[src/design/ecd_pkg.sv]
// Shared types, constants and small tables for the epoch-seconds to UTC date unit.
`default_nettype none

package ecd_pkg;

  // Days in one 400-year Gregorian cycle
  localparam int DAYS_PER_CYCLE = (365 * 400) + 100 - 4 + 1;

  // Remainder width of the shared divider; holds any divisor below
  localparam int REM_W = 18;

  // Divider digit, partial dividend and reciprocal widths
  localparam int DIG_W = 8;
  localparam int NUM_W = REM_W + DIG_W;
  localparam int RCP_W = 24;

  localparam int YEAR_W = 24;
  localparam int OUT_W  = 64;

  // Year 1970 within its 400-year cycle
  localparam logic [8:0] EPOCH_Y400 = 9'd370;
  localparam logic [8:0] LAST_Y400  = 9'd399;
  localparam logic [3:0] LAST_MONTH = 4'd11;

  typedef enum logic [1:0] {
    DIV_60,
    DIV_24,
    DIV_7,
    DIV_CYCLE
  } div_sel_t;

  typedef struct packed {
    logic     start;
    div_sel_t sel;
  } div_ctl_t;

  function automatic logic [REM_W-1:0] div_const(input div_sel_t sel);
    logic [REM_W-1:0] d;
    unique case (sel)
      DIV_60:    d = REM_W'(60);
      DIV_24:    d = REM_W'(24);
      DIV_7:     d = REM_W'(7);
      DIV_CYCLE: d = REM_W'(DAYS_PER_CYCLE);
    endcase
    return d;
  endfunction

  // floor(2^NUM_W / d); the estimate it gives is low by at most one
  function automatic logic [RCP_W-1:0] div_recip(input div_sel_t sel);
    logic [RCP_W-1:0] m;
    unique case (sel)
      DIV_60:    m = RCP_W'((1 << NUM_W) / 60);
      DIV_24:    m = RCP_W'((1 << NUM_W) / 24);
      DIV_7:     m = RCP_W'((1 << NUM_W) / 7);
      DIV_CYCLE: m = RCP_W'((1 << NUM_W) / DAYS_PER_CYCLE);
    endcase
    return m;
  endfunction

  // Leap rule on the year position within the 400-year cycle
  function automatic logic is_leap(input logic [8:0] y400);
    return (y400[1:0] == 2'd0) && (y400 != 9'd100) && (y400 != 9'd200) &&
           (y400 != 9'd300);
  endfunction

  function automatic logic [4:0] month_len(input logic leap, input logic [3:0] mon);
    logic [4:0] len;
    unique case (mon)
      4'd1:                      len = leap ? 5'd29 : 5'd28;
      4'd3, 4'd5, 4'd8, 4'd10:   len = 5'd30;
      default:                   len = 5'd31;
    endcase
    return len;
  endfunction

endpackage

`default_nettype wire

[src/design/ecd_div.sv]
// Shared constant divider: 8-bit quotient digits by reciprocal multiply, subtract and fix.
`default_nettype none

module ecd_div
  import ecd_pkg::*;
#(
  parameter int WIDTH = 48
) (
  input  wire logic                         clk,
  input  wire logic                         rst,
  input  wire div_ctl_t                     ctl,
  input  wire logic [WIDTH-1:0]             arg,
  output logic      [WIDTH-1:0]             quot,
  output logic      [REM_W-1:0]             rem,
  output logic                              done
);

  localparam int DIG_N  = (WIDTH + DIG_W - 1) / DIG_W;
  localparam int ACC_W  = DIG_N * DIG_W;
  localparam int CNT_W  = $clog2(DIG_N);
  localparam int PROD_W = NUM_W + RCP_W;

  localparam logic [1:0] PH_MUL = 2'd0;
  localparam logic [1:0] PH_SUB = 2'd1;
  localparam logic [1:0] PH_FIX = 2'd2;

  logic [ACC_W-1:0]  acc;
  logic [REM_W-1:0]  part;
  logic [REM_W-1:0]  divisor;
  logic [RCP_W-1:0]  recip;
  logic [DIG_W-1:0]  qdig;
  logic [NUM_W-1:0]  trial;
  logic [CNT_W-1:0]  cnt;
  logic [1:0]        phase;
  logic              busy;

  logic [NUM_W-1:0]  num_now;
  logic [PROD_W-1:0] prod;
  logic              last_step;

  // partial remainder with the next dividend digit below it
  assign num_now   = {part, acc[ACC_W-1 -: DIG_W]};
  assign prod      = PROD_W'(num_now) * PROD_W'(recip);
  assign last_step = busy && (phase == PH_FIX) && (cnt == '0);

  always_ff @(posedge clk) begin
    if (rst) begin
      busy  <= 1'b0;
      done  <= 1'b0;
      phase <= PH_MUL;
    end else begin
      done <= last_step;
      busy <= ctl.start | (busy & ~last_step);
      if (ctl.start || phase == PH_FIX) begin
        phase <= PH_MUL;
      end else if (busy) begin
        phase <= phase + 2'd1;
      end
    end
  end

  always_ff @(posedge clk) begin
    if (ctl.start) begin
      acc     <= ACC_W'(arg);
      part    <= '0;
      divisor <= div_const(ctl.sel);
      recip   <= div_recip(ctl.sel);
      cnt     <= CNT_W'(DIG_N - 1);
    end else if (busy) begin
      unique case (phase)
        PH_MUL: begin
          qdig <= prod[NUM_W +: DIG_W];
        end
        PH_SUB: begin
          trial <= num_now - NUM_W'(qdig) * NUM_W'(divisor);
        end
        PH_FIX: begin
          // estimate may be one short
          if (trial >= NUM_W'(divisor)) begin
            acc  <= {acc[ACC_W-DIG_W-1:0], qdig + DIG_W'(1)};
            part <= REM_W'(trial - NUM_W'(divisor));
          end else begin
            acc  <= {acc[ACC_W-DIG_W-1:0], qdig};
            part <= trial[REM_W-1:0];
          end
          cnt <= cnt - CNT_W'(1);
        end
        default: begin
        end
      endcase
    end
  end

  assign quot = acc[WIDTH-1:0];
  assign rem  = part;

endmodule

`default_nettype wire

[src/design/epoch_seconds_to_utc_date_unit.sv]
// Top level: epoch seconds to broken-down UTC calendar date.
//
// Input stream s_*: one request per item, tdata holds the signed seconds count
// since 1970-01-01 00:00:00 UTC in its low SECONDS_WIDTH bits.
// Output stream m_*: one date per request, fields packed as listed at m_tdata.
// Negative counts borrow downward, so every field stays in range.
//
// A request goes through five passes of one shared constant divider (by 60,
// 60, 24, 7 and the 146097-day cycle), then a year walk and a month walk over
// the remainder. The divider makes each 8-bit quotient digit in a multiply,
// a subtract and a fix phase. The year walk steps one year at a time and the
// month walk one month at a time. When the month walk ends and the output
// register is free, m_tvalid rises together with s_tready.
// s_tready is high only while the sequencer is idle. The result sits in an
// output register; the next request is taken while it waits. If the receiver
// still holds the previous result when a new one finishes, the sequencer
// holds until m_tready. Reset empties the output register and returns idle.
`default_nettype none

module epoch_seconds_to_utc_date_unit
  import ecd_pkg::*;
#(
  parameter int SECONDS_WIDTH = 48
) (
  input  wire logic                                  clk,
  input  wire logic                                  rst,
  input  wire logic                                  s_tvalid,
  output logic                                       s_tready,
  input  wire logic [((SECONDS_WIDTH+7)/8)*8-1:0]    s_tdata,  // epoch_seconds
  output logic                                       m_tvalid,
  input  wire logic                                  m_tready,
  // second, minute, hour, week_day, month_day, month, year_day,
  // years_since_1900, zero fill
  output logic      [OUT_W-1:0]                      m_tdata
);

  localparam int W      = SECONDS_WIDTH;
  localparam int CW     = W - 32;

  localparam logic [3:0] ST_IDLE  = 4'd0;
  localparam logic [3:0] ST_SEC   = 4'd1;
  localparam logic [3:0] ST_MIN   = 4'd2;
  localparam logic [3:0] ST_HOUR  = 4'd3;
  localparam logic [3:0] ST_WEEK  = 4'd4;
  localparam logic [3:0] ST_CYC   = 4'd5;
  localparam logic [3:0] ST_YEAR  = 4'd6;
  localparam logic [3:0] ST_MONTH = 4'd7;

  logic [3:0]              state;
  logic                    neg;
  logic [W-1:0]            days;
  logic [5:0]              sec;
  logic [5:0]              min;
  logic [4:0]              hour;
  logic [2:0]              wday;
  logic signed [CW-1:0]    cyc;
  logic [REM_W-1:0]        rem;
  logic [8:0]              walk;
  logic [8:0]              y400;
  logic [8:0]              yday;
  logic [3:0]              mon;

  div_ctl_t                div_ctl;
  logic [W-1:0]            div_arg;
  logic [W-1:0]            div_quot;
  logic [REM_W-1:0]        div_rem;
  logic                    div_done;

  logic [W-1:0]            mag;
  logic [2:0]              dm7;
  logic                    leap;
  logic [8:0]              year_len;
  logic [4:0]              mlen;
  logic                    out_free;
  logic                    result_load;
  logic signed [YEAR_W-1:0] cyc_ext;
  logic [YEAR_W-1:0]       years;

  ecd_div #(.WIDTH(W)) u_div (
    .clk  (clk),
    .rst  (rst),
    .ctl  (div_ctl),
    .arg  (div_arg),
    .quot (div_quot),
    .rem  (div_rem),
    .done (div_done)
  );

  // negative counts run through the divider as their complement
  assign mag = s_tdata[W-1] ? ~s_tdata[W-1:0] : s_tdata[W-1:0];

  always_comb begin
    div_ctl.start = 1'b0;
    div_ctl.sel   = DIV_60;
    div_arg       = '0;
    unique case (state)
      ST_IDLE: begin
        div_ctl.start = s_tvalid;
        div_arg       = mag;
      end
      ST_SEC: begin
        div_ctl.start = div_done;
        div_arg       = div_quot;
      end
      ST_MIN: begin
        div_ctl.start = div_done;
        div_ctl.sel   = DIV_24;
        div_arg       = div_quot;
      end
      ST_HOUR: begin
        div_ctl.start = div_done;
        div_ctl.sel   = DIV_7;
        div_arg       = div_quot;
      end
      ST_WEEK: begin
        div_ctl.start = div_done;
        div_ctl.sel   = DIV_CYCLE;
        div_arg       = days;
      end
      default: begin
      end
    endcase
  end

  assign s_tready = (state == ST_IDLE);
  assign out_free = ~m_tvalid | m_tready;

  assign dm7      = neg ? (3'd6 - div_rem[2:0]) : div_rem[2:0];
  assign leap     = is_leap(y400);
  assign year_len = 9'd365 + {8'd0, leap};
  assign mlen     = month_len(leap, mon);

  assign result_load = (state == ST_MONTH) &&
                       !(mon < LAST_MONTH && rem >= {13'd0, mlen}) && out_free;

  assign cyc_ext  = YEAR_W'(cyc);
  assign years    = YEAR_W'(70) + (cyc_ext <<< 8) + (cyc_ext <<< 7) + (cyc_ext <<< 4) +
                    YEAR_W'(walk);

  always_ff @(posedge clk) begin
    if (rst) begin
      state    <= ST_IDLE;
      m_tvalid <= 1'b0;
    end else begin
      m_tvalid <= result_load | (m_tvalid & ~m_tready);
      unique case (state)
        ST_IDLE:  if (s_tvalid) state <= ST_SEC;
        ST_SEC:   if (div_done) state <= ST_MIN;
        ST_MIN:   if (div_done) state <= ST_HOUR;
        ST_HOUR:  if (div_done) state <= ST_WEEK;
        ST_WEEK:  if (div_done) state <= ST_CYC;
        ST_CYC:   if (div_done) state <= ST_YEAR;
        ST_YEAR:  if (rem < {9'd0, year_len}) state <= ST_MONTH;
        ST_MONTH: if (result_load) state <= ST_IDLE;
        default:  state <= ST_IDLE;
      endcase
    end
  end

  always_ff @(posedge clk) begin
    unique case (state)
      ST_IDLE: begin
        if (s_tvalid) neg <= s_tdata[W-1];
      end
      ST_SEC: begin
        if (div_done) sec <= neg ? (6'd59 - div_rem[5:0]) : div_rem[5:0];
      end
      ST_MIN: begin
        if (div_done) min <= neg ? (6'd59 - div_rem[5:0]) : div_rem[5:0];
      end
      ST_HOUR: begin
        if (div_done) begin
          hour <= neg ? (5'd23 - div_rem[4:0]) : div_rem[4:0];
          days <= div_quot;
        end
      end
      ST_WEEK: begin
        // epoch day was a Thursday
        if (div_done) wday <= (dm7 >= 3'd3) ? (dm7 - 3'd3) : (dm7 + 3'd4);
      end
      ST_CYC: begin
        if (div_done) begin
          cyc  <= neg ? ~div_quot[CW-1:0] : div_quot[CW-1:0];
          rem  <= neg ? (REM_W'(DAYS_PER_CYCLE - 1) - div_rem) : div_rem;
          walk <= '0;
          y400 <= EPOCH_Y400;
        end
      end
      ST_YEAR: begin
        if (rem >= {9'd0, year_len}) begin
          rem  <= rem - {9'd0, year_len};
          walk <= walk + 9'd1;
          y400 <= (y400 == LAST_Y400) ? 9'd0 : (y400 + 9'd1);
        end else begin
          yday <= rem[8:0];
          mon  <= '0;
        end
      end
      ST_MONTH: begin
        if (mon < LAST_MONTH && rem >= {13'd0, mlen}) begin
          rem <= rem - {13'd0, mlen};
          mon <= mon + 4'd1;
        end else if (out_free) begin
          m_tdata <= {2'b00, years, yday, mon, rem[4:0] + 5'd1, wday, hour, min, sec};
        end
      end
      default: begin
      end
    endcase
  end

  a_done_in_pass: assert property (@(posedge clk) disable iff (rst)
    div_done |-> (state == ST_SEC || state == ST_MIN || state == ST_HOUR ||
                  state == ST_WEEK || state == ST_CYC))
    else $error("divider finished outside a division pass");

  a_cycle_rem: assert property (@(posedge clk) disable iff (rst)
    (state == ST_YEAR) |-> (rem < REM_W'(DAYS_PER_CYCLE) && walk < 9'd400 &&
                            y400 < 9'd400))
    else $error("year walk out of the 400-year cycle");

  a_month_rem: assert property (@(posedge clk) disable iff (rst)
    (state == ST_MONTH) |-> (rem < REM_W'(366) && mon <= LAST_MONTH))
    else $error("month walk remainder out of range");

  a_result_held: assert property (@(posedge clk) disable iff (rst)
    (m_tvalid && !m_tready) |=> $stable(m_tdata))
    else $error("pending result overwritten");

endmodule

`default_nettype wire
[config.mk]
export PLATFORM = sky130hd
export DESIGN_NAME = epoch_seconds_to_utc_date_unit
export DESIGN_NICKNAME = d
export VERILOG_FILES = /design/src/design/ecd_pkg.sv /design/src/design/ecd_div.sv /design/src/design/epoch_seconds_to_utc_date_unit.sv
export SDC_FILE = /design/constraint.sdc
export NUM_CORES = 2
export LEC_CHECK = 0
export ABC_AREA = 1
export BUFFER_PORTS_ARGS = -buffer_cell sky130_fd_sc_hd__buf_2
export CORE_AREA = 4 4 273 275
export DETAILED_ROUTE_END_ITERATION = 10
export DIE_AREA = 0 0 277 279
export PLACE_DENSITY = 0.76
export SYNTH_ARGS = -nofsm -noshare
export SYNTH_HDL_FRONTEND = slang
export SYNTH_SLANG_ARGS = --single-unit
export TNS_END_PERCENT = 20
[constraint.sdc]
create_clock -name clk -period 13.6 [get_ports clk]
set_input_delay 2.72 -clock clk [delete_from_list [all_inputs] [get_ports clk]]
set_output_delay 2.72 -clock clk [all_outputs]
set_load 0.03 [all_outputs]
==> results_dict.tcl <==
set metrics [dict create \
    critical_path_class "reg -> reg" \
    critPathMostFrequentCell "fa_1" \
    placed_area_um2 37200 \
    final.fill_count 6488 \
    ys.flop_type "edfxtp_1" \
    hold_class "reg -> reg" \
    max-cap-violations 0 \
    die_x_um 277 \
    finClkSkew_ns 0.0443 \
    ys_seq_area_share_pct 26.0 \
    viasPerCell 5.29 \
    required_ns 13.95 \
    setup_tns_ns 0 \
    slew_headroom_pct 22.1 \
    clock_path_buffers 3 \
    die_area_um2 77300 \
    fin_nets 5063 \
    initial_core_util_pct 49.5 \
    fmaxAchievable_mhz 142 \
    ys_top_cells_by_area "edfxtp_1 (24%), fa_1 (24%), inv_1 (11%)" \
    synth_top_area_share_pct 24.3 \
    ys_types 53 \
    avgSynthCellArea_um2 8.52 \
    clock_latency_ns 0.59 \
    yosys.area.top_type "edfxtp_1" \
    fin_cells 5253 \
    worstPathCellList "nand2_1, inv_1, fa_1, fa_1, inv_1, fa_1, inv_1, fa_1, fa_1, fa_1, inv_1, fa_1, inv_1, ha_1, nand2_1, inv_1, a21boi_0, o21ai_0, a31oi_1, nand2_1, nand2_1, nand2_1" \
    cts.clk_slew.worst_paths_ns 0.07 \
    cts_setup_buffers 0 \
    die_h_um 279 \
    dpl.hpwl_um 75800 \
    io_pins 118 \
    postCtsHoldBufs 0 \
    ys_warn_count 0 \
    status "complete, no violations" \
    numPortBuffers 115 \
    slowest_stage "edfxtp_1" \
    drt_pass1_iterations 6 \
    core_um2 72300 \
    min_period_ns 7.05 \
    synthToLayoutAreaGrowth_pct 7.62 \
    worstMarginPinSlew_ns 1.17 \
    setup_violations 0 \
    cts_tree "done" \
    max_stage_delay_ns 1.12 \
    final_max_slew_viol_count 0 \
    dr_total_vias 27800 \
    drive_above_1_share_pct 5.66 \
    ctsRootBufferMaster "clkbuf_16" \
    synth_seq_cells 319 \
    fin_crit_sh_pct 51.9 \
    cts_resized 0 \
    syn_area_um2 35800 \
    crit_fanout 27 \
    drt-total-wl_um 94500 \
    grt_antenna_before_repair 3 \
    async_reset_ff_share_pct 0 \
    placed_cells 5186 \
    grt_pass1_vias 28500 \
    syn-instance-count 4200 \
    overflow 0 \
    htreeDepth 2 \
    drc_errors 0 \
    synth.most_common_cell "inv_1" \
    first_iter_violations 2568 \
    row_count 99 \
    cts.sinks 319 \
    synth_edf_count 290 \
    wl_per_cell_um 18.0 \
    ant_nets 0 \
    worstPathArrival_ns 7.40 \
    numCtsBuffers 36 \
    gp_congestion 1.02 \
    rsz0062_at_grt "false" \
    worst_setup_path_end_kind "register" \
    grt_max_degree 88 \
    grt_first_pass_wirelength_um 151000 \
    grt_use_total_pct 24.6 \
    stdcell_area_um2 38500 \
    startpoint_type "register" \
    hold_viol 0 \
    synth_common_cells "inv_1 (1053), nand2_1 (906), fa_1 (434), ha_1 (312), edfxtp_1 (290)" \
]
[logic make-up (layout without fill, tap and decap cells)]
family                     Yosys count  after routing  synth area share (%)
AOI/OAI and AO/OA                  366            366                  5.75
xor gates and xnor gates           161            161                  3.94
adders and majority gates          746            746                  35.2
buffers and inverters             1183           1275                  12.7
DFF                                319            319                  26.0
other                                1              3                0.0105
and+or+nand+nor                   1424           1424                  16.4
[worst paths after layout]
| kind | from | endpoint | slack (ns) | cells past startpoint |
|---|---|---|---|---|
| min | sec[5] | m_tdata[5] | 0.39 | 0 |
| max reg2reg | u_div.recip[21] | u_div.qdig[6] | 6.55 | 22 |
| min reg2reg | sec[5] | m_tdata[5] | 0.39 | 0 |
| max | u_div.recip[21] | u_div.qdig[6] | 6.55 | 22 |
[layer usage]
metal | global-route usage (%) | share of wire [%] | vias to the layer above
li1 | - | - | 13000
met1 | 31.4 | 39 | 13200
met2 | 41.2 | 47 | 1281
met3 | 4.69 | 8.8 | 299
met4 | 10.8 | 4.7 | 4
met5 | 0 | 0.028 | -
[critical path: cells and delay by family, from the launching register on]
family                   cells  cell delay (ns)
AO/OA/AOI/OAI                3             0.64
adder cells (fa/ha/maj)      8             4.02
buffers and inverters        6             0.48
flip-flops                   1             1.12
AND/OR/NAND/NOR              5             0.56
[state kept, by name (all words and copies together), names as in the netlist, 9 cells and up]
signal / flops
y400: 9
walk: 9
days: 48
u_div.quot: 48
yday: 9
u_div.rem: 18
u_div.recip: 9
u_div.trial: 26
cyc: 16
rem: 18
m_tdata: 62
[cell usage in the layout, fill, tap and decap left out, types with 31 or more instances in the layout]
cell type,count
a21oi_1,141
a31oi_1,40
buf_2,115
buf_4,31
clkbuf_16,36
edfxtp_1,290
fa_1,434
ha_1,312
inv_1,1051
nand2_1,906
nand3_1,173
nor2_1,224
nor3_1,40
o21ai_0,105
xnor2_1,39
xor2_1,122
[per-stage QoR]
step	setup WS, ns	hold WS, ns	utilization, %
after global routing	6.19	0.408	53.2
after floorplan	7.35	0.400	-
after CTS	6.68	0.384	53.2
after detailed placement	6.71	0.405	51.5
final	6.55	0.392	53.2
after global placement	6.73	0.401	51.5
[cell type report]
type	instances	area [um^2]	area share [%]
inverter	1063	3990	10.4
clock inverter	25	352	0.913
sequential	319	9290	24.1
antenna	1	2.50	0.00650
clock buffer	41	920	2.39
timing repair buffer	146	808	2.10
tap	959	1200	3.12
multi-input combinational	2699	22000	57.0
Power is left out: the tool's default activity adds up to more than one toggle a clock period on the data nets, which glitch-free logic cannot reach.
